## config.mk

```make
export PLATFORM = sky130hd
export DESIGN_NAME = rpmg_mod_unit
export DESIGN_NICKNAME = d
export VERILOG_FILES = /design/src/sv/rpmg_pkg.sv /design/src/sv/rpmg_mod_unit.sv
export SDC_FILE = /design/constraint.sdc
export NUM_CORES = 1
export LEC_CHECK = 0
export BUFFER_PORTS_ARGS = -buffer_cell sky130_fd_sc_hd__buf_2
export CORE_MARGIN = 2
export CORE_UTILIZATION = 58
export CTS_BUF_LIST = sky130_fd_sc_hd__clkbuf_4 sky130_fd_sc_hd__clkbuf_8
export CTS_CLUSTER_DIAMETER = 60
export CTS_CLUSTER_SIZE = 30
export DETAILED_ROUTE_END_ITERATION = 16
export GPL_TIMING_DRIVEN = 1
export PLACE_DENSITY = 0.82
export SLEW_MARGIN = 20
export SYNTH_ARGS = -nofsm -noshare
export SYNTH_HDL_FRONTEND = slang
export SYNTH_SLANG_ARGS = --single-unit
export TNS_END_PERCENT = 100
```

## constraint.sdc

```tcl
create_clock -name clk -period 3.1 [get_ports clk]
set_input_delay 0.31 -clock clk [delete_from_list [all_inputs] [get_ports clk]]
set_output_delay 0.31 -clock clk [all_outputs]
set_load 0.02 [all_outputs]
```

## src/sv/rpmg_pkg.sv

```systemverilog
// shared types and constants of the prim maze generator
// no dependencies
`default_nettype none
package rpmg_pkg;
  localparam int MAX_ROWS_DEF = 32;
  localparam int MAX_COLS_DEF = 32;
  localparam int FRONTIER_DEPTH_DEF = 256;
  localparam logic [5:0] ROWS_RESET = 6'd21;
  localparam logic [5:0] COLS_RESET = 6'd31;
  localparam logic CFG_ROWS = 1'b0;
  localparam logic CFG_COLS = 1'b1;
  localparam logic ACT_BEGIN = 1'b0;
  localparam logic ACT_STEP = 1'b1;
  localparam logic CELL_WALL = 1'b0;
  localparam logic CELL_OPEN = 1'b1;

  typedef struct packed {
    logic        action;
    logic [15:0] rand_frontier;
    logic [15:0] rand_neighbor;
  } in_word_t;

  typedef struct packed {
    logic [4:0] cell_row;
    logic [4:0] cell_col;
    logic       wall_valid;
    logic [4:0] wall_row;
    logic [4:0] wall_col;
    logic [8:0] pending_count;
    logic       done_res;
  } out_word_t;

  // request and answer of the shared remainder unit
  typedef struct packed {
    logic        start;
    logic [15:0] dividend;
    logic [10:0] divisor;
  } mod_req_t;

  typedef struct packed {
    logic        done;
    logic [10:0] rem;
  } mod_rsp_t;
endpackage
`default_nettype wire

```

## src/sv/rpmg_mod_unit.sv

```systemverilog
// bit-serial remainder unit, one quotient bit per cycle
// depends on rpmg_pkg
`default_nettype none
module rpmg_mod_unit
  import rpmg_pkg::*;
(
  input  wire logic     clk,
  input  wire logic     rst_n,
  input  wire mod_req_t req,
  output mod_rsp_t      rsp
);
  logic        busy_r, busy_nxt;
  logic [4:0]  cnt_r, cnt_nxt;
  logic [15:0] dvd_r, dvd_nxt;
  logic [11:0] rem_r, rem_nxt;
  logic [10:0] dvs_r, dvs_nxt;
  logic        done_r, done_nxt;
  logic [11:0] shifted;

  always_comb begin
    busy_nxt = busy_r;
    cnt_nxt  = cnt_r;
    dvd_nxt  = dvd_r;
    rem_nxt  = rem_r;
    dvs_nxt  = dvs_r;
    done_nxt = 1'b0;
    shifted  = {rem_r[10:0], dvd_r[15]};
    if (req.start) begin
      busy_nxt = 1'b1;
      cnt_nxt  = 5'd0;
      dvd_nxt  = req.dividend;
      rem_nxt  = 12'd0;
      dvs_nxt  = req.divisor;
    end else if (busy_r) begin
      // restoring step: shift one dividend bit in, subtract when it fits
      dvd_nxt = {dvd_r[14:0], 1'b0};
      if (shifted >= {1'b0, dvs_r}) begin
        rem_nxt = shifted - {1'b0, dvs_r};
      end else begin
        rem_nxt = shifted;
      end
      cnt_nxt = cnt_r + 5'd1;
      if (cnt_r == 5'd15) begin
        busy_nxt = 1'b0;
        done_nxt = 1'b1;
      end
    end
  end

  always_ff @(posedge clk) begin
    if (!rst_n) begin
      busy_r <= 1'b0;
      done_r <= 1'b0;
      cnt_r  <= 5'd0;
    end else begin
      busy_r <= busy_nxt;
      done_r <= done_nxt;
      cnt_r  <= cnt_nxt;
    end
    dvd_r <= dvd_nxt;
    rem_r <= rem_nxt;
    dvs_r <= dvs_nxt;
  end

  assign rsp.done = done_r;
  assign rsp.rem  = rem_r[10:0];
endmodule
`default_nettype wire

```

==> run_results.csv <==
group,metric,value,unit
status,status,"completed",
timing,finalCritPeriodShare,90.1,%
routing,vias_per_cell,5.77,
timing,final-hold-violation-count,0,
critical_path,cp_slowest_cell,"a211oi_2",
timing,setup_tns,0,ns
timing,fmax,358,MHz
yosys,yosysWarnings,0,
timing,clock_skew,0.0131,ns
cts,htreeDepth,2,
timing,period_minus_slack,2.79,ns
critical_path,critPathTopFamily,"compound AO/OA/AOI/OAI gates",
floorplanning,ioPinCount,42,
cts,cts-root-buf,"clkbuf_8",
run,max_cap_violations,0,
timing,slew_headroom,45.4,%
critical_path,regToRegSetupSlack,0.31,ns
critical_path,reg2reg_from,"dvd_r[15]",
global_route,grt_pass1_vias,1640,
critical_path,path_cells,"inv_1 > ha_1 > fa_1 > nor2b_1 > o22a_1 > o2111a_2 > a211oi_2 > mux2_2 > a211oi_1",
critical_path,path_class,"flip-flop to flip-flop",
timing,worst_pin_slew,0.817,ns
critical_path,worstPathRequired,3.32,ns
cts,cts_hold_buf,0,
cells_and_area,n_fill_cell,327,
routing,wl_per_cell,15.0,um
yosys,synth_seq_area_share,48.8,%
power_and_ir_drop,cellLeakagePower,1.17,nW
yosys,synth.area.top_cells,"edfxtp_1 34%, dfxtp_1 15%, mux2_2 7.5%",
cts,cts_sinks,45,
cts,clk_pin_slew,0.09,ns
floorplanning,die_area,0.00467,sq mm
critical_path,endpoint_kind,"flip-flop",
cts,clock_path_buffers,2,
place,detailed_place.area,0.00264,sq mm
hold_path,min_path_type,"input pin to flip-flop",
cells_and_area,syn_to_final_growth,13.7,%
yosys,synth_top_area_share,33.8,%
routing,wl,4610,um
floorplanning,rows,23,
yosys,netlist_area,0.00240,sq mm
yosys,synth_nets,259,
global_route,grt_max_degree,30,
yosys,synth_edf_count,27,
critical_path,critPathMaxStageDelay,0.65,ns
cts,cts_made_buffers,5,
cells_and_area,final_common_cell,"buf_2",
cells_and_area,most-common-layout-cells,"41 x buf_2, 27 x edfxtp_1, 18 x dfxtp_1",
power_and_ir_drop,peakVddDrop,0.363,mV
cells_and_area,drive_above_1_share,30.7,%
yosys,async_flop_share,0,%
yosys,syn_inst,215,
cells_and_area,num_antenna_cells,0,
critical_path,crit_buf_inv,1,
place,dpl.hpwl,3360,um
timing,drv_slew,0,
routing,drc,0,
routing,drtPass1Iterations,4,
global_route,grt_pass1_wl,7420,um
yosys,synth_top_area_cell,"edfxtp_1",
yosys,ys_seq_elements,45,
floorplanning,die_w,68.3,um
cts,ctsResizeCount,0,
floorplanning,start_util,60.0,%
place,io_buffers,41,
critical_path,cp_data_arrival_time,3.01,ns
cts,cts_setup_buffers,0,
global_route,antenna_found_initial,0,
global_route,grt_usage,21.6,%
floorplanning,core_area,0.00400,sq mm
global_route,grt_overflow,0,
routing,drtAntennaViolNets,0,
timing,grt_setup_unrepaired,"false",
cts,worst_skew_pair.late_latency,0.30,ns
timing,finalSetupViolCount,0,
routing,drtIter0Drc,65,
cts,tritoncts,"done",
critical_path,crit_fanout,11,
place,gp_congestion,0.846,
yosys,synth.avg_cell_area,11.2,sq um
hold_path,hp-start,"req[9]",
cells_and_area,finalNetCount,300,
yosys,synth.distinct_cells,56,
routing,num_vias,1770,
critical_path,cp-start-kind,"flip-flop",
yosys,synth-main-ff-cell,"edfxtp_1",
cells_and_area,fin_area,0.00273,sq mm
floorplanning,die_h,68.3,um
critical_path,crit_start,"dvd_r[15]",
power_and_ir_drop,p_per_area,523,mW/mm^2
-- metal layers --
| layer | share of wire (%) | vias to the layer above | wire length, um | global-route usage, % |
|---|---|---|---|---|
| met5 | 0 | - | 0 | 0 |
| met3 | 5.5 | 6 | 252 | 5.59 |
| li1 | - | 883 | - | - |
| met4 | 1.4 | 0 | 65 | 7.50 |
| met2 | 49 | 46 | 2250 | 36.9 |
| met1 | 44 | 835 | 2050 | 26.3 |
-- worst reg2reg max path: cells and delay by family (launching register included) --
kind / cells / cell delay (ns)
AOI/OAI and AO/OA: 4 / 1.37
buffers and inverters: 1 / 0.08
DFF: 1 / 0.36
adders and majority gates: 2 / 0.41
muxes: 1 / 0.41
and+or+nand+nor: 1 / 0.07
-- cell families after synthesis --
| group | after synthesis | share of synthesized area (%) |
|---|---|---|
| AOI/OAI and AO/OA | 43 | 14.1 |
| xor gates and xnor gates | 6 | 2.19 |
| adders and majority gates | 14 | 7.61 |
| buffers and inverters | 26 | 4.54 |
| DFF | 45 | 48.8 |
| muxes | 20 | 9.18 |
| and+or+nand+nor | 61 | 13.6 |
-- area by class of cell --
class	count	area (sq um)	area share [%]
sequential	45	1170	42.9
clock buffer	5	68.8	2.52
timing repair buffer	43	220	8.07
tap	50	62.6	2.29
inverter	17	63.8	2.34
multi-input combinational	144	1120	41.1
clock inverter	3	21.3	0.780
-- power by group --
part           leakage [nW]  switching [mW]  internal, mW
clock network        0.0445           0.207         0.160
logic                 0.708           0.190         0.150
registers             0.417          0.0293         0.690
-- synthesized netlist by cell type (all sizes together), types with 2 or more instances --
master / count
clkbuf: 6
or3b: 2
nand2: 16
dfxtp: 18
and3: 2
inv: 17
o21ai: 6
and4: 2
o21a: 2
mux2: 16
a21oi: 2
xnor2: 3
o21bai: 2
a31oi: 2
or2: 3
xor2: 3
edfxtp: 27
mux2i: 4
nor2: 17
a211oi: 4
nor3b: 2
a211o: 2
a311oi: 8
nor3: 2
o311ai: 2
nand3: 2
nor2b: 5
a21o: 4
buf: 3
ha: 13
-- metrics by stage --
step	total power [mW]	setup WS (ns)	hold slack [ns]	instances	util [%]
6_report	1.43	0.306	0.175	307	68.2
4_1_cts	1.44	0.315	0.169	307	68.2
3_3_place_gp	1.06	0.420	0.469	299	65.9
5_1_grt	1.50	0.143	0.163	307	68.2
2_1_floorplan	0.982	0.660	0.409	215	-
3_5_place_dp	1.07	0.338	0.474	299	65.9
-- final timing paths --
path / to / cells past startpoint
setup / recovery: rem_r[0] / 9
hold / removal: dvs_r[9] / 1
setup reg to reg: rem_r[0] / 9
hold reg to reg: cnt_r[4] / 2
-- flip-flops by register name, indices dropped and copies added, names as in the netlist --
| signal | cells |
|---|---|
| rem_r | 11 |
| done_r | 1 |
| busy_r | 1 |
| dvs_r | 11 |
| dvd_r | 16 |
| cnt_r | 5 |
Note: power is estimated with default switching activity, not from simulation.
